File: src/bavg3_pkg.sv
// Shared constants, types and helper functions of the 3x3 block average downsampler.
package bavg3_pkg;

  localparam int MaxWidth    = 1024;
  localparam int BlockDepth  = MaxWidth / 3;

  localparam int PIX_W       = 8;
  localparam int SUM_W       = 12;
  localparam int WIDTH_W     = 11;
  localparam int AVG_W       = 8;
  localparam int COL_W       = $clog2(MaxWidth);
  localparam int BX_W        = $clog2(BlockDepth + 1);
  localparam int ADDR_W      = $clog2(BlockDepth);

  // Floor division by three through a reciprocal; the shift keeps the error below one third.
  localparam int Div3Shift   = $clog2(MaxWidth) + 2;
  localparam int Div3Mul     = (2 ** Div3Shift + 2) / 3;
  localparam int Div3ProdW   = WIDTH_W + Div3Shift;

  // Floor division by nine of a 12-bit sum: multiply by 7282 and drop 16 bits.
  localparam int Div9Shift   = 16;
  localparam int Div9Mul     = (2 ** Div9Shift + 8) / 9;
  localparam int Div9MulW    = 13;
  localparam int Div9ProdW   = SUM_W + Div9MulW;

  localparam int ResetWidth  = 1000;
  localparam int MinWidth    = 3;

  // Result queue depth; must be a power of two.
  localparam int FifoDepth   = 4;
  localparam int FIFO_PTR_W  = $clog2(FifoDepth);
  localparam int FIFO_CNT_W  = $clog2(FifoDepth + 1);

  typedef logic [PIX_W-1:0]   pix_t;
  typedef logic [SUM_W-1:0]   sum_t;
  typedef logic [WIDTH_W-1:0] width_t;
  typedef logic [AVG_W-1:0]   avg_t;
  typedef logic [COL_W-1:0]   col_t;
  typedef logic [BX_W-1:0]    bx_t;
  typedef logic [ADDR_W-1:0]  addr_t;

  typedef enum logic [1:0] {
    PHASE_TOP,
    PHASE_MID,
    PHASE_BOT
  } phase_t;

  // A finished block total leaving the accumulation stage.
  typedef struct packed {
    logic vld;
    sum_t total;
    bx_t  bx;
    logic row_end;
  } res_t;

  // One entry of the result queue.
  typedef struct packed {
    avg_t average;
    bx_t  block_column;
    logic row_end;
  } out_item_t;

  function automatic width_t clamp_width(width_t w);
    width_t r;
    r = w;
    if (int'(w) < MinWidth) begin
      r = WIDTH_W'(MinWidth);
    end else if (int'(w) > MaxWidth) begin
      r = WIDTH_W'(MaxWidth);
    end
    return r;
  endfunction

  function automatic bx_t blocks_of(width_t w);
    logic [Div3ProdW-1:0] p;
    p = Div3ProdW'(w) * Div3ProdW'(Div3Mul);
    return BX_W'(p >> Div3Shift);
  endfunction

endpackage

File: src/bavg3_sum_mem.sv
// Block partial-sum memory: one write port and one registered read port.
module bavg3_sum_mem (
  input  logic           clk,
  input  logic           rd_en,
  input  bavg3_pkg::addr_t rd_addr,
  output bavg3_pkg::sum_t  rd_data,
  input  logic           wr_en,
  input  bavg3_pkg::addr_t wr_addr,
  input  bavg3_pkg::sum_t  wr_data
);
  import bavg3_pkg::*;

  sum_t mem [BlockDepth];
  sum_t rd_data_r;

  always_ff @(posedge clk) begin
    if (wr_en) begin
      mem[wr_addr] <= wr_data;
    end
  end

  always_ff @(posedge clk) begin
    if (rd_en) begin
      rd_data_r <= mem[rd_addr];
    end
  end

  assign rd_data = rd_data_r;
endmodule

File: config.mk
export PLATFORM = sky130hd
export DESIGN_NAME = bavg3_sum_mem
export DESIGN_NICKNAME = d
export VERILOG_FILES = /design/src/bavg3_pkg.sv /design/src/bavg3_sum_mem.sv
export SDC_FILE = /design/constraint.sdc
export NUM_CORES = 2
export LEC_CHECK = 0
export ABC_AREA = 1
export BUFFER_PORTS_ARGS = -buffer_cell sky130_fd_sc_hd__buf_2
export CAP_MARGIN = 15
export CORE_MARGIN = 1.5
export CORE_UTILIZATION = 50
export DETAILED_ROUTE_END_ITERATION = 7
export HOLD_SLACK_MARGIN = 0.06
export PLACE_DENSITY_LB_ADDON = 0.08
export SLEW_MARGIN = 20
export SYNTH_ARGS = -nofsm -noshare
export SYNTH_HDL_FRONTEND = slang
export SYNTH_SLANG_ARGS = --single-unit
File: constraint.sdc
create_clock -name clk -period 1.77 [get_ports clk]
set_clock_uncertainty 0.15 [all_clocks]
set_input_delay 0 -clock clk [delete_from_list [all_inputs] [get_ports clk]]
set_output_delay 0 -clock clk [all_outputs]
set_load 0.005 [all_outputs]
==> impl_metrics.json <==
{
  "stdcell_area_um2": 202000,
  "post_cts_buffers": 0,
  "nNetsFinal": 14700,
  "power_frac_clock_pct": 41.8,
  "grt_use_total_pct": 30.5,
  "rr_startpoint": "mem[225][10]",
  "powerDensity_nw_per_um2": 1050,
  "final.fill_count": 25500,
  "dieHeight_um": 579,
  "period_minus_slack_ns": 2.14,
  "clk_path_buf_depth": 4,
  "syn-cell-area_um2": 166000,
  "critical_path.startpoint_type": "register",
  "required_ns": 1.62,
  "layout_setup_ws_ns": -0.368,
  "yosys.area.top_type": "edfxtp_1",
  "cts_tree": "done",
  "syn_nets": 13600,
  "syn_to_final_growth_pct": 21.8,
  "multi_input_area_um2": 41500,
  "num_io_pins": 45,
  "grt_max_degree": 98,
  "cpLargestDelayFamily": "flip-flops",
  "r2r_setup_slack_ns": -0.33,
  "leakagePower_uw": 0.0723,
  "hp-class": "input port to register",
  "vias": 114000,
  "design.core.area_um2": 330000,
  "switching_share_pct": 23.0,
  "setup.worst_path.class": "register to output pin",
  "gp_congestion": 0.958,
  "clk_latency_ns": 1.00,
  "synth_top_area_share_pct": 74.4,
  "pwr-share-seq_pct": 50.5,
  "final_max_slew_viol_count": 0,
  "viasPerCell": 5.86,
  "start_util_pct": 50.2,
  "setup_violations": 1711,
  "seq_area_um2": 123000,
  "synth.distinct_cells": 24,
  "ys_seq_area_share_pct": 74.4,
  "dpl_worst_slack_ns": -1.53,
  "drt-pass1-iter-count": 6,
  "drv_cap": 0,
  "ant_nets": 0,
  "peakVddDrop_v": 0.000863,
  "drtIter0Drc": 13500,
  "cts_root_buf": "clkbuf_16",
  "place_hpwl_mm": 333,
  "grt_pass1_wl_mm": 749,
  "status": "complete, but fails checks",
  "path_max_fanout": 1,
  "slowest_delay_ns": 0.79,
  "port_buffers": 44,
  "violations": "setup timing",
  "reg2reg_to": "rd_data[10]",
  "worst_r2r_path_depth": 12,
  "end_kind": "output pin",
  "arrival_ns": 1.99,
  "htreeDepth": 5,
  "p_int_uw": 163000,
  "power.switching_uw": 48900,
  "clkTransAtPathRegs_ns": 0.06,
  "finalCritPeriodShare_pct": 121,
  "hold_violations": 0,
  "syn_avg_cell_area_um2": 12.3,
  "cts_sinks": 4104,
  "hold_start": "wr_data[11]",
  "whs_endpoint": "mem[152][11]",
  "slew_headroom_pct": 44.4,
  "synth_area_leaders": "edfxtp_1, nand3_1, nand2_1",
  "antenna_found_initial": 27,
  "fmax_ghz": 0.468,
  "slowest_stage": "edfxtp_1",
  "cts_buffers": 426,
  "route.detailed.drc": 0,
  "drive_gt1_share_pct": 20.2,
  "wl_per_cell_um": 26.7,
  "dieArea_um2": 335000,
  "critPathBufInv": 1,
  "path_cells": "buf_2",
  "fin_total_pwr_uw": 212000,
  "grt_pass1_vias": 109000,
  "worst_pin_slew_ns": 0.838,
  "grt-ovfl-total": 0,
  "postPlaceCellArea_um2": 183000,
  "rows": 211,
  "synth_warnings": 0,
  "routed_wirelength_mm": 518,
  "die_w_um": 579,
  "rsz0062_at_grt": "yes",
  "synthCells": 13500,
  "pwr-share-comb_pct": 7.8,
  "yosys_register_bits": 4104,
  "holdPathStages": 3
}
==> how the worst max path moves through the flow <==
stage	cells after the start	start	endpoint	slack (ns)
after floorplan	7	wr_addr[0]	mem[165][0]	-0.07
after global placement	16	rd_addr[1]	rd_data[10]	-1.51
after detailed placement	16	rd_addr[1]	rd_data[10]	-1.53
after CTS	1	rd_data[1]	rd_data[1]	-0.31
after global routing	12	mem[110][10]	rd_data[10]	-0.39
final	1	rd_data[2]	rd_data[2]	-0.37
==> metrics by stage <==
| step | util [%] | hold slack (ns) | std cells | setup TNS (ns) |
|---|---|---|---|---|
| final | 61.1 | 0.105 | 19400 | -191.36 |
| after CTS | 60.5 | 0.0723 | 19400 | -222.62 |
| after detailed placement | 55.4 | 0.227 | 18600 | -152.68 |
| after global routing | 61.1 | 0.0992 | 19400 | -297.02 |
| after floorplan | - | -0.0511 | 13500 | -146.80 |
| after global placement | 55.4 | 0.233 | 18600 | -97.22 |
==> cells in the mapped netlist <==
library cell and number:
nand2_1 3677, o21ai_0 488, clkinv_1 3, clkinv_2 1, buf_1 120, buf_8 2
buf_12 2, nor3_1 8, o22ai_1 204, edfxtp_1 4104, a21oi_1 3, buf_4 102
nor2_1 860, buf_6 116, o21ai_1 19, nand3_1 3101, inv_2 3, a31oi_1 3
o221ai_1 36, o211ai_1 36, inv_4 1, clkbuf_1 255, buf_2 355, inv_1 22
==> final cells by class <==
type,count,area share [%]
multi-input cells,8435,20.6
inverters,30,0.0819
well taps,4366,2.71
clock buffers,522,5.60
repair buffers,1696,8.73
flip-flops and latches,4104,61.1
diodes,14,0.0174
clock inverters,262,1.20
==> registers in the layout, indices dropped and copies added, names as in the netlist <==
| register | cells |
|---|---|
| mem | 4092 |
| rd_data | 12 |
==> cell families after synthesis <==
logic type,after synthesis,share of synthesized area [%]
AOI/OAI and AO/OA,789,2.68
and+or+nand+nor,7646,19.7
buffers and inverters,982,3.28
DFF,4104,74.4
==> cell usage in the layout, fill, tap and decap left out, drive strengths merged <==
cell          count
clkinvlp         14
a31oi             3
o221ai           36
a21oi             3
clkinv          199
edfxtp         4104
nand2          3677
clkbuf          524
o211ai           36
nor2            860
dlymetal6s4s      1
bufinv           41
dlygate4sd3      44
nor3              8
diode            14
o22ai           204
o21ai           507
nand3          3101
buf            1649
inv              38
==> per-layer routing <==
metal / part of all wire (%) / vias to the layer above / track usage [%] / wire [um]
li1: - / 51000 / - / -
met5: 0.0097 / - / 0 / 50
met2: 46 / 5245 / 48.0 / 240000
met3: 9.0 / 841 / 5.73 / 46600
met1: 41 / 56700 / 43.1 / 213000
met4: 3.5 / 8 / 10.1 / 18100
==> power by group through the flow <==
stage,logic (uW),clock network (uW),registers (uW)
global placement,14700,0,109000
global route,17400,93300,107000
floorplan,6680,0,109000
finish,16500,88700,107000
CTS,15700,89700,107000
detailed placement,14800,0,109000
==> worst min-delay path: stages <==
cell           delay (ns)
dlygate4sd3_1        0.57
buf_8                0.14
buf_4                0.26
==> timing repair <==
action | 4_1_cts | 5_1_grt
hold buffers | 57 | 2
pin swaps | 148 | 234
gates resized for setup | 529 | 499
setup endpoints to repair | 23 | 2013
gates cloned | 0 | 1
endpoints found under the hold margin | 7737 | 629
Note: power is estimated with default switching activity, not from simulation.
