[src/bavg3_pkg.sv]
// Shared constants, types and helper functions of the 3x3 block average downsampler.
package bavg3_pkg;

  localparam int MaxWidth    = 1024;
  localparam int BlockDepth  = MaxWidth / 3;

  localparam int PIX_W       = 8;
  localparam int SUM_W       = 12;
  localparam int WIDTH_W     = 11;
  localparam int AVG_W       = 8;
  localparam int COL_W       = $clog2(MaxWidth);
  localparam int BX_W        = $clog2(BlockDepth + 1);
  localparam int ADDR_W      = $clog2(BlockDepth);

  // Floor division by three through a reciprocal; the shift keeps the error below one third.
  localparam int Div3Shift   = $clog2(MaxWidth) + 2;
  localparam int Div3Mul     = (2 ** Div3Shift + 2) / 3;
  localparam int Div3ProdW   = WIDTH_W + Div3Shift;

  // Floor division by nine of a 12-bit sum: multiply by 7282 and drop 16 bits.
  localparam int Div9Shift   = 16;
  localparam int Div9Mul     = (2 ** Div9Shift + 8) / 9;
  localparam int Div9MulW    = 13;
  localparam int Div9ProdW   = SUM_W + Div9MulW;

  localparam int ResetWidth  = 1000;
  localparam int MinWidth    = 3;

  // Result queue depth; must be a power of two.
  localparam int FifoDepth   = 4;
  localparam int FIFO_PTR_W  = $clog2(FifoDepth);
  localparam int FIFO_CNT_W  = $clog2(FifoDepth + 1);

  typedef logic [PIX_W-1:0]   pix_t;
  typedef logic [SUM_W-1:0]   sum_t;
  typedef logic [WIDTH_W-1:0] width_t;
  typedef logic [AVG_W-1:0]   avg_t;
  typedef logic [COL_W-1:0]   col_t;
  typedef logic [BX_W-1:0]    bx_t;
  typedef logic [ADDR_W-1:0]  addr_t;

  typedef enum logic [1:0] {
    PHASE_TOP,
    PHASE_MID,
    PHASE_BOT
  } phase_t;

  // A finished block total leaving the accumulation stage.
  typedef struct packed {
    logic vld;
    sum_t total;
    bx_t  bx;
    logic row_end;
  } res_t;

  // One entry of the result queue.
  typedef struct packed {
    avg_t average;
    bx_t  block_column;
    logic row_end;
  } out_item_t;

  function automatic width_t clamp_width(width_t w);
    width_t r;
    r = w;
    if (int'(w) < MinWidth) begin
      r = WIDTH_W'(MinWidth);
    end else if (int'(w) > MaxWidth) begin
      r = WIDTH_W'(MaxWidth);
    end
    return r;
  endfunction

  function automatic bx_t blocks_of(width_t w);
    logic [Div3ProdW-1:0] p;
    p = Div3ProdW'(w) * Div3ProdW'(Div3Mul);
    return BX_W'(p >> Div3Shift);
  endfunction

endpackage

[src/bavg3_if.sv]


interface bavg3_out_if;
  import bavg3_pkg::*;

  logic valid;
  logic ready;
  avg_t average;
  bx_t  block_column;
  logic row_end;

  modport source (output valid, output average, output block_column, output row_end,
                  input ready);
  modport sink   (input valid, input average, input block_column, input row_end,
                  output ready);
endinterface

[src/bavg3_out.sv]
// Divide-by-nine stage and result queue in front of the output channel.
module bavg3_out (
  input  logic            clk,
  input  logic            rst_n,
  input  bavg3_pkg::res_t res,
  output logic            accept_ok,
  bavg3_out_if.source     out_ch
);
  import bavg3_pkg::*;

  logic  c_vld_r;
  sum_t  c_total_r;
  bx_t   c_bx_r;
  logic  c_end_r;

  out_item_t fifo_mem [FifoDepth];
  logic [FIFO_PTR_W-1:0] wr_ptr_r, wr_ptr_nxt;
  logic [FIFO_PTR_W-1:0] rd_ptr_r, rd_ptr_nxt;
  logic [FIFO_CNT_W-1:0] cnt_r, cnt_nxt;

  logic [Div9ProdW-1:0] prod;
  out_item_t            push_item;
  logic                 push;
  logic                 pop;
  logic [FIFO_CNT_W:0]  pending;

  assign prod = Div9ProdW'(c_total_r) * Div9ProdW'(Div9Mul);
  assign push_item.average      = prod[Div9Shift +: AVG_W];
  assign push_item.block_column = c_bx_r;
  assign push_item.row_end      = c_end_r;

  assign push = c_vld_r;
  assign pop  = out_ch.valid && out_ch.ready;

  // Every result that may still arrive has a queue entry reserved for it.
  assign pending   = (FIFO_CNT_W + 1)'(cnt_r) + (FIFO_CNT_W + 1)'(c_vld_r)
                   + (FIFO_CNT_W + 1)'(res.vld);
  assign accept_ok = pending < (FIFO_CNT_W + 1)'(FifoDepth);

  always_comb begin
    wr_ptr_nxt = push ? wr_ptr_r + FIFO_PTR_W'(1) : wr_ptr_r;
    rd_ptr_nxt = pop ? rd_ptr_r + FIFO_PTR_W'(1) : rd_ptr_r;
    cnt_nxt    = cnt_r + FIFO_CNT_W'(push) - FIFO_CNT_W'(pop);
  end

  assign out_ch.valid        = cnt_r != '0;
  assign out_ch.average      = fifo_mem[rd_ptr_r].average;
  assign out_ch.block_column = fifo_mem[rd_ptr_r].block_column;
  assign out_ch.row_end      = fifo_mem[rd_ptr_r].row_end;

  always_ff @(posedge clk) begin
    if (!rst_n) begin
      c_vld_r  <= 1'b0;
      wr_ptr_r <= '0;
      rd_ptr_r <= '0;
      cnt_r    <= '0;
    end else begin
      c_vld_r  <= res.vld;
      wr_ptr_r <= wr_ptr_nxt;
      rd_ptr_r <= rd_ptr_nxt;
      cnt_r    <= cnt_nxt;
    end
  end

  always_ff @(posedge clk) begin
    if (res.vld) begin
      c_total_r <= res.total;
      c_bx_r    <= res.bx;
      c_end_r   <= res.row_end;
    end
    if (push) begin
      fifo_mem[wr_ptr_r] <= push_item;
    end
  end
endmodule

[src/flat_wrapper.sv]
// flat-port wrapper written by rule: the top's interface ports become plain ports
module bavg3_out_flat import bavg3_pkg::*;
  (clk, rst_n, res, accept_ok, out_ch_valid, out_ch_average, out_ch_block_column, out_ch_row_end, out_ch_ready);
  bavg3_out_if out_ch_i ();
  input  logic clk;
  input  logic rst_n;
  input  bavg3_pkg::res_t res;
  output logic accept_ok;
  output wire logic [$bits(out_ch_i.valid)-1:0] out_ch_valid;
  output wire logic [$bits(out_ch_i.average)-1:0] out_ch_average;
  output wire logic [$bits(out_ch_i.block_column)-1:0] out_ch_block_column;
  output wire logic [$bits(out_ch_i.row_end)-1:0] out_ch_row_end;
  input wire logic [$bits(out_ch_i.ready)-1:0] out_ch_ready;
  assign out_ch_valid = out_ch_i.valid;
  assign out_ch_average = out_ch_i.average;
  assign out_ch_block_column = out_ch_i.block_column;
  assign out_ch_row_end = out_ch_i.row_end;
  assign out_ch_i.ready = out_ch_ready;
  bavg3_out u_core (.clk(clk), .rst_n(rst_n), .res(res), .accept_ok(accept_ok), .out_ch(out_ch_i));
endmodule
[config.mk]
export PLATFORM = sky130hd
export DESIGN_NAME = bavg3_out_flat
export DESIGN_NICKNAME = d
export VERILOG_FILES = /design/src/bavg3_pkg.sv /design/src/bavg3_if.sv /design/src/bavg3_out.sv /design/src/flat_wrapper.sv
export SDC_FILE = /design/constraint.sdc
export NUM_CORES = 1
export LEC_CHECK = 0
export BUFFER_PORTS_ARGS = -buffer_cell sky130_fd_sc_hd__buf_4
export CORE_UTILIZATION = 54
export CTS_BUF_LIST = sky130_fd_sc_hd__clkbuf_8
export DETAILED_ROUTE_END_ITERATION = 12
export GPL_ROUTABILITY_DRIVEN = 0
export PLACE_DENSITY = 0.73
export SLEW_MARGIN = 5
export SYNTH_ARGS = -nofsm -noshare
export SYNTH_HDL_FRONTEND = slang
export SYNTH_SLANG_ARGS = --single-unit
[constraint.sdc]
create_clock -name clk -period 5.18 [get_ports clk]
set_clock_uncertainty 0.2 [all_clocks]
set_input_delay 0.777 -clock clk [delete_from_list [all_inputs] [get_ports clk]]
set_output_delay 0.777 -clock clk [all_outputs]
set_load 0.02 [all_outputs]
==> impl_results.md <==
- Synth warn: 0
- Core Area: 10,500 um^2
- CP Data Required Time: 5.13 ns
- Combinational Power Share: 57.1%
- Final ANT Viol Nets: 0
- Clk Latency, worst-skew pair: between 0.3 and 0.4 ns
- Seq. cell area: 3020 um^2
- Final setup viols: 0
- Starting Density: 56.6%
- CTS tree: done
- Sw frac: a little over two fifths
- Internal power: 2410 uW
- Commonest non-fill, non-tap cell in the layout: edfxtp_1
- Top-Level Pins: 46
- Post-synthesis sequential area ratio: 50.8%
- Fin crit share: between 90% and 100%
- Syn_nets: 543
- Seq cells post-synth: 104
- Reg2reg path depth: 15
- Worst EP arrival: 4.90 ns
- Most frequent cells in the layout: edfxtp_1 (94), ha_1 (75), inv_1 (71)
- DRC Markers: 0
- Synth Flop Type: edfxtp_1
- Final core occ: 63.8%
- Status: finished clean
- ANT cells: 0
- Hpwl dp: 7560 um
- Clock Pin Slew Worst Setup and Hold Paths: 0.12 ns
- Critical Path End Type: register
- Largest net degree at the start of global routing: 25
- Vias: 3,253
- WS Path Type: register to register
- Startpoint Class: register
- Layout cells sized above 1: 18.6%
- Power Dens Cells: 623 nW/um^2
- R2r endpoint: u_core.fifo_mem[3][17]
- Initial drt markers: 93
- Final Cell Area: between 6000 and 7000 um^2
- Clock Sinks: between 100 and 150
- Top cells by area, synth: edfxtp_1 (47%), ha_1 (16%), fa_1 (10%), mux4_2 (6.8%), inv_1 (4.5%)
- Clock Power Share: 12.1%
- Post-Synthesis Cell Area: 5950 um^2
- Overflow after GRT: 0
- Slew headroom: 32.5%
- Critical path endpoint: u_core.fifo_mem[3][17]
- Sequential power share: 30.8%
- First-pass GRT wire length: 16,200 um
- Async SR Flop Fraction: 0%
- P_leak: 0.00282 uW
- Die height: 107 um
- Worst hold path type: register to register
- Max_cap viols: 0
- Area of the multi-input gates: 2650 um^2
- Post-synth EDFFs: 94
- Die W: 107 um
- Total CTS buffers: 9
- Fin. max-slew vios: 0
- R2R Path Start: u_core.c_total_r[7]
- Distinct cells, synth: 42
- Initial DRT Pass Iterations: 4
- Yosys top cell by area: edfxtp_1
- Reg2Reg Setup Slack: 0.23 ns
- Fmax: 0.202 GHz
- Placed cell area: approximately 6400 um^2
- CTS max path bufs: 2
- Vias in the first global route: 3,465
- Post-Route WL: 9730 um
- Filler Cells Inserted: 801
- I/O Buffers: 45
- Worst-path fanout max: 8
- GRT Total Usage: between 10% and 20%
- Drt wl/cell: 15.9 um
- Row count: 37
- Final min period: 4.95 ns
- Root buffer cell: clkbuf_8
- Final nets: 600
- Gate count of the mapped netlist: 412
- Vias per cell: roughly 5.3
- Area grow syn2layout: 12.6%
- CP startpoint: u_core.c_total_r[7]
- Worst Max-Slew Pin Slew: 1.01 ns
- Final Hold Vio Count: 0
- Die ar.: 11,400 um^2
- Max VDD drop: 0.000302 V
- Hold WS: 0.304 ns
- Antenna violations before repair: 0
- Yosys top cell area share: 47.4%
- CTS HTree Levels: 3
- P_sw: 1770 uW
- Syn Area/Cell: about 14 um^2
==> final cells by class <==
cell class              instances  share of cell area, %
repair buffers                 51                   5.71
clock buffers                   9                   1.85
multi-input cells             232                   39.5
inverters                      71                   3.98
well taps                     136                   2.54
clock inverters                 7                   1.36
flip-flops and latches        104                   45.1
==> kinds of logic after synthesis <==
family	Yosys count	share of synthesized area, %
adder cells (fa/ha/maj)	105	25.9
multiplexers	19	6.98
flip-flops	104	50.8
XOR/XNOR	14	2.29
buffers and inverters	76	4.90
AND/OR/NAND/NOR	49	4.29
AO/OA/AOI/OAI	45	4.92
==> worst min path at each step <==
stage / slack [ns] / depth (start not counted) / to / start
final: 0.30 / 0 / u_core.fifo_mem[1][5] / u_core.c_bx_r[4]
after global routing: 0.31 / 0 / u_core.fifo_mem[1][5] / u_core.c_bx_r[4]
after CTS: 0.30 / 0 / u_core.fifo_mem[1][5] / u_core.c_bx_r[4]
after detailed placement: 0.28 / 0 / u_core.fifo_mem[3][5] / u_core.c_bx_r[4]
after global placement: 0.27 / 0 / u_core.fifo_mem[1][3] / u_core.c_bx_r[2]
after floorplan: 0.26 / 0 / u_core.fifo_mem[0][0] / u_core.c_end_r
==> power by group through the flow <==
stage / Combinational [uW] / Clock (uW) / Sequential, uW
after floorplan: 1790 / 0 / 1280
after CTS: 2380 / 522 / 1290
after global routing: 2720 / 542 / 1300
final: 2380 / 506 / 1290
after global placement: 2300 / 0 / 1300
after detailed placement: 2360 / 0 / 1310
==> registers in the layout, indices dropped and copies added, names as in the netlist, named ones only <==
signal            flops
u_core.wr_ptr_r       2
u_core.rd_ptr_r       2
u_core.c_bx_r         9
u_core.fifo_mem      72
u_core.c_vld_r        1
u_core.cnt_r          3
u_core.c_total_r     12
u_core.c_end_r        1
==> repair_timing <==
action,CTS,global route
endpoints found under the hold margin,0,0
buffers inserted,0,5
hold buffers,0,0
setup endpoints to repair,0,16
gates resized for setup,0,2
==> Yosys cell counts, drive strengths merged (3+ instances only) <==
library cell	instances
edfxtp	94
ha	75
inv	71
fa	30
mux4	18
a21oi	14
nand2	14
and2	13
o21ai	11
dfxtp	10
xor2	8
nor2	5
xnor2	5
nand3	4
nor2b	4
buf	3
nand4	3
nor3	3
o21a	3
==> per-stage QoR <==
step / std cells / worst slack, ns / TNS, ns / total power, uW
CTS: 605 / 0.195 / 0 / 4190
detailed placement: 589 / 0.221 / 0 / 3670
global placement: 589 / 0.331 / 0 / 3600
finish: 610 / 0.231 / 0 / 4180
global route: 610 / -0.00325 / -0.0115 / 4560
floorplan: 412 / 0.574 / 0 / 3070
==> metal layers <==
metal / GRT usage (%) / routed length [um] / vias to the layer above
li1: - / - / 1585
met4: 4.89 / 75 / 0
met1: 23.2 / 4330 / 1596
met2: 33.9 / 5030 / 64
met5: 0 / 0 / -
met3: 3.47 / 291 / 8
==> critical path: stages (launching register included) <==
cell and delay [ns]:
edfxtp_1 0.49, fa_1 0.52, ha_1 0.33, inv_1 0.07, fa_1 0.52, inv_1 0.05
fa_1 0.49, inv_1 0.05, fa_1 0.52, inv_1 0.04, ha_1 0.20, nor3_1 0.22
o21ai_0 0.17, o211ai_2 0.41, nor3_2 0.09, nor3_1 0.35
No activity file was read; power rests on OpenSTA's default activity.
