==> src/bavg3_pkg.sv <==
// Shared constants, types and helper functions of the 3x3 block average downsampler.
package bavg3_pkg;

  localparam int MaxWidth    = 1024;
  localparam int BlockDepth  = MaxWidth / 3;

  localparam int PIX_W       = 8;
  localparam int SUM_W       = 12;
  localparam int WIDTH_W     = 11;
  localparam int AVG_W       = 8;
  localparam int COL_W       = $clog2(MaxWidth);
  localparam int BX_W        = $clog2(BlockDepth + 1);
  localparam int ADDR_W      = $clog2(BlockDepth);

  // Floor division by three through a reciprocal; the shift keeps the error below one third.
  localparam int Div3Shift   = $clog2(MaxWidth) + 2;
  localparam int Div3Mul     = (2 ** Div3Shift + 2) / 3;
  localparam int Div3ProdW   = WIDTH_W + Div3Shift;

  // Floor division by nine of a 12-bit sum: multiply by 7282 and drop 16 bits.
  localparam int Div9Shift   = 16;
  localparam int Div9Mul     = (2 ** Div9Shift + 8) / 9;
  localparam int Div9MulW    = 13;
  localparam int Div9ProdW   = SUM_W + Div9MulW;

  localparam int ResetWidth  = 1000;
  localparam int MinWidth    = 3;

  // Result queue depth; must be a power of two.
  localparam int FifoDepth   = 4;
  localparam int FIFO_PTR_W  = $clog2(FifoDepth);
  localparam int FIFO_CNT_W  = $clog2(FifoDepth + 1);

  typedef logic [PIX_W-1:0]   pix_t;
  typedef logic [SUM_W-1:0]   sum_t;
  typedef logic [WIDTH_W-1:0] width_t;
  typedef logic [AVG_W-1:0]   avg_t;
  typedef logic [COL_W-1:0]   col_t;
  typedef logic [BX_W-1:0]    bx_t;
  typedef logic [ADDR_W-1:0]  addr_t;

  typedef enum logic [1:0] {
    PHASE_TOP,
    PHASE_MID,
    PHASE_BOT
  } phase_t;

  // A finished block total leaving the accumulation stage.
  typedef struct packed {
    logic vld;
    sum_t total;
    bx_t  bx;
    logic row_end;
  } res_t;

  // One entry of the result queue.
  typedef struct packed {
    avg_t average;
    bx_t  block_column;
    logic row_end;
  } out_item_t;

  function automatic width_t clamp_width(width_t w);
    width_t r;
    r = w;
    if (int'(w) < MinWidth) begin
      r = WIDTH_W'(MinWidth);
    end else if (int'(w) > MaxWidth) begin
      r = WIDTH_W'(MaxWidth);
    end
    return r;
  endfunction

  function automatic bx_t blocks_of(width_t w);
    logic [Div3ProdW-1:0] p;
    p = Div3ProdW'(w) * Div3ProdW'(Div3Mul);
    return BX_W'(p >> Div3Shift);
  endfunction

endpackage

==> src/bavg3_if.sv <==
// Valid/ready channel interfaces for the pixel input and the block result output.
interface bavg3_in_if;
  import bavg3_pkg::*;

  logic valid;
  logic ready;
  pix_t pixel;
  logic frame_start;

  modport source (output valid, output pixel, output frame_start, input ready);
  modport sink   (input valid, input pixel, input frame_start, output ready);
endinterface


==> src/bavg3_accum.sv <==
// Position tracking, segment summing and read-modify-write of the block sums.
module bavg3_accum (
  input  logic              clk,
  input  logic              rst_n,
  bavg3_in_if.sink          in_ch,
  input  logic              cfg_we,
  input  bavg3_pkg::width_t cfg_wdata,
  input  logic              accept_ok,
  output logic              mem_rd_en,
  output bavg3_pkg::addr_t  mem_rd_addr,
  input  bavg3_pkg::sum_t   mem_rd_data,
  output logic              mem_wr_en,
  output bavg3_pkg::addr_t  mem_wr_addr,
  output bavg3_pkg::sum_t   mem_wr_data,
  output bavg3_pkg::res_t   res
);
  import bavg3_pkg::*;

  width_t width_r, width_nxt;
  bx_t    blocks_r, blocks_nxt;
  col_t   col_r, col_nxt;
  bx_t    bx_r, bx_nxt;
  logic [1:0] sub_r, sub_nxt;
  phase_t phase_r, phase_nxt;
  sum_t   run_r, run_nxt;

  logic   b_vld_r, b_vld_nxt;
  phase_t b_phase_r;
  bx_t    b_bx_r;
  sum_t   b_seg_r;
  logic   b_end_r;

  col_t   col_c;
  bx_t    bx_c;
  logic [1:0] sub_c;
  phase_t phase_c;
  sum_t   run_c;
  sum_t   run_sum;
  logic   active;
  logic   seg_done;
  logic   line_done;
  logic   acc;
  logic   row_end_c;
  logic [COL_W:0] col_inc;
  width_t cw;
  sum_t   sum_b;

  assign in_ch.ready = accept_ok;
  assign acc         = in_ch.valid && accept_ok;

  always_comb begin
    col_c   = col_r;
    bx_c    = bx_r;
    sub_c   = sub_r;
    phase_c = phase_r;
    run_c   = run_r;
    if (in_ch.frame_start) begin
      col_c   = '0;
      bx_c    = '0;
      sub_c   = '0;
      phase_c = PHASE_TOP;
      run_c   = '0;
    end

    active    = bx_c < blocks_r;
    run_sum   = (sub_c == 2'd0) ? SUM_W'(in_ch.pixel) : run_c + SUM_W'(in_ch.pixel);
    seg_done  = active && (sub_c == 2'd2);
    row_end_c = (bx_c + BX_W'(1)) == blocks_r;
    col_inc   = {1'b0, col_c} + (COL_W + 1)'(1);
    line_done = col_inc >= (COL_W + 1)'(width_r);

    col_nxt   = col_r;
    bx_nxt    = bx_r;
    sub_nxt   = sub_r;
    phase_nxt = phase_r;
    run_nxt   = run_r;
    if (acc) begin
      run_nxt = active ? run_sum : run_c;
      if (line_done) begin
        col_nxt = '0;
        bx_nxt  = '0;
        sub_nxt = '0;
        case (phase_c)
          PHASE_TOP: phase_nxt = PHASE_MID;
          PHASE_MID: phase_nxt = PHASE_BOT;
          default:   phase_nxt = PHASE_TOP;
        endcase
      end else begin
        col_nxt   = col_inc[COL_W-1:0];
        phase_nxt = phase_c;
        if (sub_c == 2'd2) begin
          sub_nxt = '0;
          bx_nxt  = bx_c + BX_W'(1);
        end else begin
          sub_nxt = sub_c + 2'd1;
          bx_nxt  = bx_c;
        end
      end
    end

    b_vld_nxt = acc && seg_done;

    cw         = clamp_width(cfg_wdata);
    width_nxt  = cfg_we ? cw : width_r;
    blocks_nxt = cfg_we ? blocks_of(cw) : blocks_r;
  end

  // The stored sum of a block is only fetched for the middle and bottom lines.
  assign mem_rd_en   = b_vld_nxt && (phase_c != PHASE_TOP);
  assign mem_rd_addr = ADDR_W'(bx_c);

  // Two segment completions of the same block are at least a full line apart, so a
  // read never meets a pending write to the same entry.
  assign sum_b       = mem_rd_data + b_seg_r;
  assign mem_wr_en   = b_vld_r && (b_phase_r != PHASE_BOT);
  assign mem_wr_addr = ADDR_W'(b_bx_r);
  assign mem_wr_data = (b_phase_r == PHASE_TOP) ? b_seg_r : sum_b;

  assign res.vld     = b_vld_r && (b_phase_r == PHASE_BOT);
  assign res.total   = sum_b;
  assign res.bx      = b_bx_r;
  assign res.row_end = b_end_r;

  always_ff @(posedge clk) begin
    if (!rst_n) begin
      width_r  <= WIDTH_W'(ResetWidth);
      blocks_r <= blocks_of(WIDTH_W'(ResetWidth));
      col_r    <= '0;
      bx_r     <= '0;
      sub_r    <= '0;
      phase_r  <= PHASE_TOP;
      run_r    <= '0;
      b_vld_r  <= 1'b0;
    end else begin
      width_r  <= width_nxt;
      blocks_r <= blocks_nxt;
      col_r    <= col_nxt;
      bx_r     <= bx_nxt;
      sub_r    <= sub_nxt;
      phase_r  <= phase_nxt;
      run_r    <= run_nxt;
      b_vld_r  <= b_vld_nxt;
    end
  end

  always_ff @(posedge clk) begin
    if (b_vld_nxt) begin
      b_phase_r <= phase_c;
      b_bx_r    <= bx_c;
      b_seg_r   <= run_sum;
      b_end_r   <= row_end_c;
    end
  end
endmodule

==> src/flat_wrapper.sv <==
// flat-port wrapper written by rule: the top's interface ports become plain ports
module bavg3_accum_flat import bavg3_pkg::*;
  (clk, rst_n, cfg_we, cfg_wdata, accept_ok, mem_rd_en, mem_rd_addr, mem_rd_data, mem_wr_en, mem_wr_addr, mem_wr_data, res, in_ch_valid, in_ch_pixel, in_ch_frame_start, in_ch_ready);
  bavg3_in_if in_ch_i ();
  input  logic clk;
  input  logic rst_n;
  input  logic cfg_we;
  input  bavg3_pkg::width_t cfg_wdata;
  input  logic accept_ok;
  output logic mem_rd_en;
  output bavg3_pkg::addr_t mem_rd_addr;
  input  bavg3_pkg::sum_t mem_rd_data;
  output logic mem_wr_en;
  output bavg3_pkg::addr_t mem_wr_addr;
  output bavg3_pkg::sum_t mem_wr_data;
  output bavg3_pkg::res_t res;
  input wire logic [$bits(in_ch_i.valid)-1:0] in_ch_valid;
  input wire logic [$bits(in_ch_i.pixel)-1:0] in_ch_pixel;
  input wire logic [$bits(in_ch_i.frame_start)-1:0] in_ch_frame_start;
  output wire logic [$bits(in_ch_i.ready)-1:0] in_ch_ready;
  assign in_ch_i.valid = in_ch_valid;
  assign in_ch_i.pixel = in_ch_pixel;
  assign in_ch_i.frame_start = in_ch_frame_start;
  assign in_ch_ready = in_ch_i.ready;
  bavg3_accum u_core (.clk(clk), .rst_n(rst_n), .in_ch(in_ch_i), .cfg_we(cfg_we), .cfg_wdata(cfg_wdata), .accept_ok(accept_ok), .mem_rd_en(mem_rd_en), .mem_rd_addr(mem_rd_addr), .mem_rd_data(mem_rd_data), .mem_wr_en(mem_wr_en), .mem_wr_addr(mem_wr_addr), .mem_wr_data(mem_wr_data), .res(res));
endmodule
==> config.mk <==
export PLATFORM = sky130hd
export DESIGN_NAME = bavg3_accum_flat
export DESIGN_NICKNAME = d
export VERILOG_FILES = /design/src/bavg3_pkg.sv /design/src/bavg3_if.sv /design/src/bavg3_accum.sv /design/src/flat_wrapper.sv
export SDC_FILE = /design/constraint.sdc
export NUM_CORES = 1
export LEC_CHECK = 0
export BUFFER_PORTS_ARGS = -buffer_cell sky130_fd_sc_hd__buf_2
export CORE_ASPECT_RATIO = 0.8
export CORE_MARGIN = 5
export CORE_UTILIZATION = 49
export CTS_CLUSTER_SIZE = 12
export DETAILED_ROUTE_END_ITERATION = 8
export PLACE_DENSITY = 0.7
export SYNTH_ARGS = -nofsm -noshare
export SYNTH_HDL_FRONTEND = slang
export SYNTH_SLANG_ARGS = --single-unit
==> constraint.sdc <==
create_clock -name clk -period 7.4 [get_ports clk]
set_input_delay 1.11 -clock clk [delete_from_list [all_inputs] [get_ports clk]]
set_output_delay 1.11 -clock clk [all_outputs]
set_load 0.01 [all_outputs]
==> flow_summary.json, run 1 <==
{
  "run_status": "complete, no violations",
  "min_path_cells": 2,
  "ys_ff_latch": 80,
  "finalCritPeriodShare": 0.810,
  "ant_nets": 0,
  "die_area_um2": 17200,
  "sequentialPowerShare": 0.347,
  "cell_type_contributing_the_most_total_cell_area_after_synthesis": "ha_1",
  "crit_type": "in2reg",
  "min_from": "u_core.run_r[0]",
  "area_of_all_sequential_standard_cells_um2": 1840,
  "setup_tns_ns": 0,
  "worstPathCellList": "buf_2 > nor4_4 > a21oi_1 > nor2_1 > ha_1 > fa_1 > fa_1 > inv_1 > fa_1 > fa_1 > inv_1 > ha_1 > a21o_1 > a311oi_1 > o31ai_4 > a31oi_1 > xnor2_1 > o22ai_1",
  "power.switching_fraction": 0.348,
  "fmaxAchievable_ghz": 0.167,
  "layout_min_cycle_time_ns": 6.00,
  "worstPathArrival_ns": 6.21,
  "timing.hold.ws_ns": 0.464,
  "number_of_instances_resized_during_post_cts_repair": 0,
  "buffer_ports.inserted": 92,
  "postCtsSetupRepairBufs": 0,
  "grt_max_degree": 39,
  "grt-ovfl-total": 0,
  "synth-async-reset-ratio": 0,
  "max_cap_viol_count": 0,
  "timing.critical_path.mode_cell": "fa_1",
  "r2r-start": "u_core.col_r[0]",
  "leakage_uw": 0.00377,
  "antenna_found_initial": 0,
  "num_vias": 5925,
  "number_of_distinct_library_cells_after_synthesis": 66,
  "p_int_uw": 905,
  "rr_worst_depth": 16,
  "max_slew.worst_pin.slew_ns": 0.863,
  "grt_first_pass_wirelength_mm": 28.0,
  "grt_util_all_layers": 0.193,
  "setup.worst_path.start_class": "input pin",
  "normalized_max_slew_margin": 0.423,
  "layout.nets": 1057,
  "antennaDiodeCount": 0,
  "gp_routability_congestion": 0.863,
  "clkSinkCount": 80,
  "switchingPower_uw": 483,
  "postSynthCellCount": 820,
  "report.final.setup_viol": 0,
  "top_cell_type_s_share_of_synthesized_area": 0.181,
  "cts_max_path_buffers": 2,
  "htree_num_levels": 3,
  "clk-insertion-delay-late_ns": 0.35,
  "drt-total-wl_mm": 16.4,
  "r2r_end": "u_core.col_r[3]",
  "drc": 0,
  "multiInputGateArea_um2": 4790,
  "die_h_um": 118,
  "share_comb_of_total_power": 0.346,
  "route.detailed.vias_per_inst": 5.49,
  "layout-drive-gt1-share": 0.146,
  "initial_core_utilization": 0.500,
  "timing.hold.worst_endpoint": "u_core.run_r[0]",
  "design_area_um2": 8010,
  "clock_power_share": 0.307,
  "firstDrtPassIters": 5,
  "ioPinCount": 93,
  "synth_area_um2": 7180,
  "hold_path.class": "reg2reg",
  "post_detailed_placement_cell_area_um2": 7720,
  "power.density_nw_per_um2": 173,
  "synth.yosys.warnings": 0,
  "grt_setup_unrepaired": "false",
  "critPathMaxFanout": 5,
  "worst_clock_skew_ns": 0.0130,
  "worst_setup_hold_path_clk_slew_ns": 0.07,
  "synth_enable_flop_cells": 24,
  "tritoncts.num_buffers": 9,
  "synth_sequential_area_ratio": 0.257,
  "vdd_ir_drop_max_v": 0.000138,
  "num-fill-cells": 1326,
  "synth.avg_cell_area_um2": 8.75,
  "first_iter_violations": 367,
  "critical_path_required_ns": 7.61,
  "critical_path.endpoint_type": "flip-flop",
  "cpPeakStageDelay_ns": 0.55,
  "placeableCoreArea_um2": 14300,
  "post_synth_main_area_contributors": "ha_1 (18%), dfxtp_1 (16%), edfxtp_1 (10%), fa_1 (7.0%), inv_1 (4.9%)",
  "cts_hold_repair.buffers": 0,
  "via_count_of_the_first_global_routing_pass": 5715,
  "net_count_after_synthesis": 986,
  "ys_dominant_reg_cell": "dfxtp_1",
  "row_count": 39,
  "critPathSlowestCell": "fa_1",
  "regToRegSetupSlack_ns": 3.39,
  "cts_root_buf": "clkbuf_16",
  "syn_to_final_growth_pct": 11.5,
  "dpl.hpwl_mm": 13.0,
  "slew_violations": 0,
  "die_width_um": 145,
  "report.final.hold_viol_count": 0,
  "clock_tree_from_tritoncts": "built",
  "avgRoutedWirePerCell_um": 15.2
}
==> final cells by class <==
type	count	area share
clock inverters	7	0.00703
repair buffers	98	0.0631
multi-input cells	608	0.599
well taps	184	0.0288
inverters	94	0.0441
flip-flops and latches	80	0.230
clock buffers	9	0.0281
==> placed cells by master, fill, tap and decap left out, types with 9 or more instances in the layout <==
cell type	n
and3_1	12
xnor2_1	31
edfxtp_1	24
nand3_1	22
clkbuf_16	9
a22o_1	15
fa_1	25
a21oi_1	35
mux2i_1	11
nor3_1	16
buf_2	92
o21ai_0	34
ha_1	104
a21o_1	10
xor2_1	15
dfxtp_1	56
nand2_1	58
nor2_1	63
nor2b_1	29
inv_1	93
==> logic make-up after synthesis <==
logic type / share of synthesized area
compound gates: 0.160
xor+xnor: 0.0561
fa+ha+maj: 0.251
buf+inv: 0.0760
flops: 0.257
mux: 0.0279
simple gates: 0.172
==> cell usage after synthesis, types with 4 or more instances <==
cell type / n
a211oi_1: 8
a21boi_0: 4
a21o_1: 10
a21oi_1: 35
a22o_1: 15
a31oi_1: 8
a41oi_1: 5
and2_1: 6
and3_1: 12
buf_2: 4
buf_4: 12
clkbuf_1: 20
dfxtp_1: 56
edfxtp_1: 24
fa_1: 25
ha_1: 104
inv_1: 93
mux2_2: 8
mux2i_1: 11
nand2_1: 58
nand2b_1: 5
nand3_1: 22
nand4_1: 6
nor2_1: 64
nor2b_1: 29
nor3_1: 16
nor3b_1: 6
o211ai_1: 6
o21a_1: 5
o21ai_0: 34
o21ai_1: 6
or3_1: 4
or4_1: 4
xnor2_1: 31
xor2_1: 15
==> power groups by stage <==
stage	Clock [uW]	Sequential [uW]	Combinational, uW
floorplan	0	488	371
global placement	0	491	472
detailed placement	0	491	480
CTS	432	481	484
global route	453	484	557
finish	426	481	480
==> worst max path at each step <==
stage,from,slack (ns),end
final,cfg_wdata[2],1.40,u_core.blocks_r[7]
after global routing,cfg_wdata[2],1.09,u_core.blocks_r[7]
after CTS,cfg_wdata[2],1.41,u_core.blocks_r[7]
after detailed placement,cfg_wdata[2],1.03,u_core.blocks_r[7]
after global placement,cfg_wdata[2],1.14,u_core.blocks_r[7]
after floorplan,cfg_wdata[5],1.56,u_core.blocks_r[7]
==> registers in the layout, summed over array words and instances, names as in the netlist, 9 cells and up <==
signal              flops
u_core.b_seg_r         12
u_core.run_r           12
u_core.width_r         11
u_core.col_r           10
u_core.blocks_r         9
u_core.bx_r             9
u_core.mem_wr_addr      9
==> routing by layer <==
metal	global-route usage	vias to the layer above	routed length [um]
met4	0.0332	0	129
met5	0	-	0
met3	0.0436	18	1010
met2	0.286	151	6740
li1	-	3007	-
met1	0.291	2749	8560
==> critical path: cells and delay by family <==
kind	cells	cell delay, ns
adder cells (fa/ha/maj)	6	2.74
buffers and inverters	3	0.23
AO/OA/AOI/OAI	6	1.30
XOR/XNOR	1	0.16
AND/OR/NAND/NOR	2	0.66
==> per-stage QoR <==
step	setup slack [ns]	util	total power, uW	instances
after floorplan	1.56	-	859	820
after global placement	1.14	0.538	963	1064
after detailed placement	1.03	0.538	971	1064
after CTS	1.41	0.558	1400	1080
after global routing	1.09	0.558	1490	1080
final	1.40	0.558	1390	1080
Note: power is estimated with default switching activity, not from simulation.
==> run 2: changes to the inputs <==
==> constraint.sdc (replaced) <==
create_clock -name clk -period 5.9 [get_ports clk]
set_input_delay 0.885 -clock clk [delete_from_list [all_inputs] [get_ports clk]]
set_output_delay 0.885 -clock clk [all_outputs]
set_load 0.01 [all_outputs]
==> run 2 against run 1 <==
  * Sequential share of layout area is 0.37 points lower
  * Final area is 1.6% higher
  * First-iteration DRC count is 1.9% higher
  * Sequential power is 26% higher
  * Critical endpoint unchanged
==> flow_summary.json, run 2 (synthesis results as in run 1) <==
{
  "ant_nets": 0,
  "critPathMaxFanout": 5,
  "max_slew.worst_pin.slew_ns": 0.887,
  "p_int_uw": 1300,
  "drc": 0,
  "slew_violations": 0,
  "r2r-start": "u_core.col_r[0]",
  "row_count": 39,
  "vdd_ir_drop_max_v": 0.000160,
  "grt_max_degree": 30,
  "cts_hold_repair.buffers": 0,
  "firstDrtPassIters": 4,
  "critPathSlowestCell": "fa_1",
  "crit_family": "adder cells",
  "timing.hold.worst_endpoint": "u_core.run_r[3]",
  "setup_tns_ns": 0,
  "layout-drive-gt1-share": 0.152,
  "syn_to_final_growth_pct": 13.4,
  "clock_tree_from_tritoncts": "built",
  "crit_type": "in2reg",
  "report.final.hold_viol_count": 0,
  "report.final.setup_viol": 0,
  "r2r_end": "u_core.phase_r[0]",
  "via_count_of_the_first_global_routing_pass": 5741,
  "avgRoutedWirePerCell_um": 15.3,
  "max_cap_viol_count": 0,
  "worstPathArrival_ns": 5.72,
  "cpPeakStageDelay_ns": 0.55,
  "dpl.hpwl_mm": 13.3,
  "die_width_um": 145,
  "layout_min_cycle_time_ns": 5.52,
  "switchingPower_uw": 589,
  "min_from": "u_core.run_r[3]",
  "largest_registers": "u_core.b_seg_r: 12 flops, u_core.run_r: 12 flops, u_core.width_r: 11 flops",
  "sequentialPowerShare": 0.319,
  "grt_first_pass_wirelength_mm": 28.2,
  "drt-total-wl_mm": 16.7,
  "power.density_nw_per_um2": 233,
  "clk-insertion-delay-late_ns": 0.34,
  "antennaDiodeCount": 0,
  "clock_power_share": 0.360,
  "clkSinkCount": 80,
  "route.detailed.vias_per_inst": 5.51,
  "gp_routability_congestion": 0.877,
  "number_of_instances_resized_during_post_cts_repair": 0,
  "antenna_found_initial": 0,
  "buffer_ports.inserted": 92,
  "worst_path_buffer_plus_inverter_count": 3,
  "num_vias": 5992,
  "layout_setup_ws_ns": 0.385,
  "critical_path.endpoint_type": "flip-flop",
  "normalized_max_slew_margin": 0.407,
  "share_comb_of_total_power": 0.321,
  "power.switching_fraction": 0.311,
  "die_area_um2": 17200,
  "grt_util_all_layers": 0.194,
  "tritoncts.num_buffers": 9,
  "worst_clock_skew_ns": 0.00636,
  "worst_setup_hold_path_clk_slew_ns": 0.06,
  "post-place-ws_ns": -0.0400,
  "most_common_library_cell_in_the_layout_ignoring_fill_and_taps": "ha_1",
  "layout.nets": 1064,
  "first_iter_violations": 374,
  "grt-ovfl-total": 0,
  "worst_setup_path_start": "cfg_wdata[2]",
  "postCtsSetupRepairBufs": 0,
  "fmaxAchievable_ghz": 0.181,
  "final_cell_mix": "ha_1 (104), inv_1 (93), buf_2 (92), nor2_1 (63), nand2_1 (58)",
  "critical_path_required_ns": 6.11,
  "ioPinCount": 93,
  "cts_root_buf": "clkbuf_16",
  "leakage_uw": 0.00385,
  "initial_core_utilization": 0.500,
  "grt_setup_unrepaired": "false",
  "hold_path.class": "reg2reg",
  "finalCritPeriodShare": 0.935,
  "timing.critical_path.mode_cell": "fa_1",
  "setup.worst_path.start_class": "input pin",
  "min_path_cells": 2,
  "regToRegSetupSlack_ns": 1.96,
  "placeableCoreArea_um2": 14300,
  "htree_num_levels": 3,
  "die_h_um": 118,
  "cts_max_path_buffers": 2,
  "rr_worst_depth": 15,
  "worstPathCellList": "buf_2 > nor4_4 > a21oi_1 > nor2_1 > ha_1 > fa_1 > fa_1 > inv_1 > fa_1 > fa_1 > inv_1 > ha_1 > a21o_1 > a311oi_1 > o31ai_4 > a31oi_1 > xnor2_1 > o22ai_1",
  "run_status": "complete, no violations"
}
==> run 2: changes by cell type in the layout (fill, tap and decap cells not counted) <==
| cell | delta |
|---|---|
| clkinvlp_4 | -1 |
| inv_6 | -1 |
| inv_8 | -1 |
| buf_4 | +7 |
| clkbuf_1 | +1 |
| clkinv_4 | -2 |
| bufinv_16 | +4 |
==> run 2: worst max-delay path by stage <==
| stage | to | slack (ns) | cells past startpoint |
|---|---|---|---|
| final | u_core.blocks_r[7] | 0.38 | 18 |
| after global routing | u_core.blocks_r[7] | 0.14 | 18 |
| after CTS | u_core.blocks_r[8] | 0.35 | 18 |
| after detailed placement | u_core.blocks_r[8] | -0.04 | 18 |
| after global placement | u_core.blocks_r[7] | 0.06 | 18 |
| after floorplan | u_core.blocks_r[7] | 0.29 | 17 |
==> run 2: power by group through the flow <==
stage	logic, uW	registers [uW]	clock network (uW)
floorplan	465	612	0
global placement	599	615	0
detailed placement	609	616	0
CTS	612	604	687
global route	701	606	713
finish	608	604	681
==> run 2: routing by layer <==
metal,vias up,track usage,part of all wire
met2,157,0.294,0.42
met1,2791,0.287,0.51
met4,0,0.0321,0.0092
met5,-,0,0
li1,3029,-,-
met3,15,0.0451,0.060
==> run 2: worst reg2reg max path, cell delays in order (launching register included) <==
cell and delay, ns:
dfxtp_1 0.35, nor2b_1 0.30, ha_1 0.24, nand3_1 0.13
nor3_1 0.37, nand3_1 0.14, xor2_1 0.15, nor2_1 0.13
ha_1 0.26, a211oi_1 0.33, nand2b_1 0.11, a31oi_1 0.20
nor2b_1 0.08, o22ai_1 0.64, nor2_1 0.13, a32o_1 0.25
==> run 2: layout make-up <==
cell class              instances  area [um2]
clock buffers                  10         229
clock inverters                 6         131
fillers                      1278        6210
inverters                      94         353
multi-input cells             608        4790
flip-flops and latches         80        1840
well taps                     184         230
repair buffers                105         558
==> run 2: stage by stage <==
stage	instance area [um2]	utilization	total power (uW)	instances	hold WS (ns)
floorplan	7180	-	1080	820	0.434
global placement	7780	0.542	1210	1071	0.451
detailed placement	7780	0.542	1230	1071	0.451
CTS	8140	0.567	1900	1087	0.463
global route	8140	0.567	2020	1087	0.488
finish	8140	0.567	1890	1087	0.465
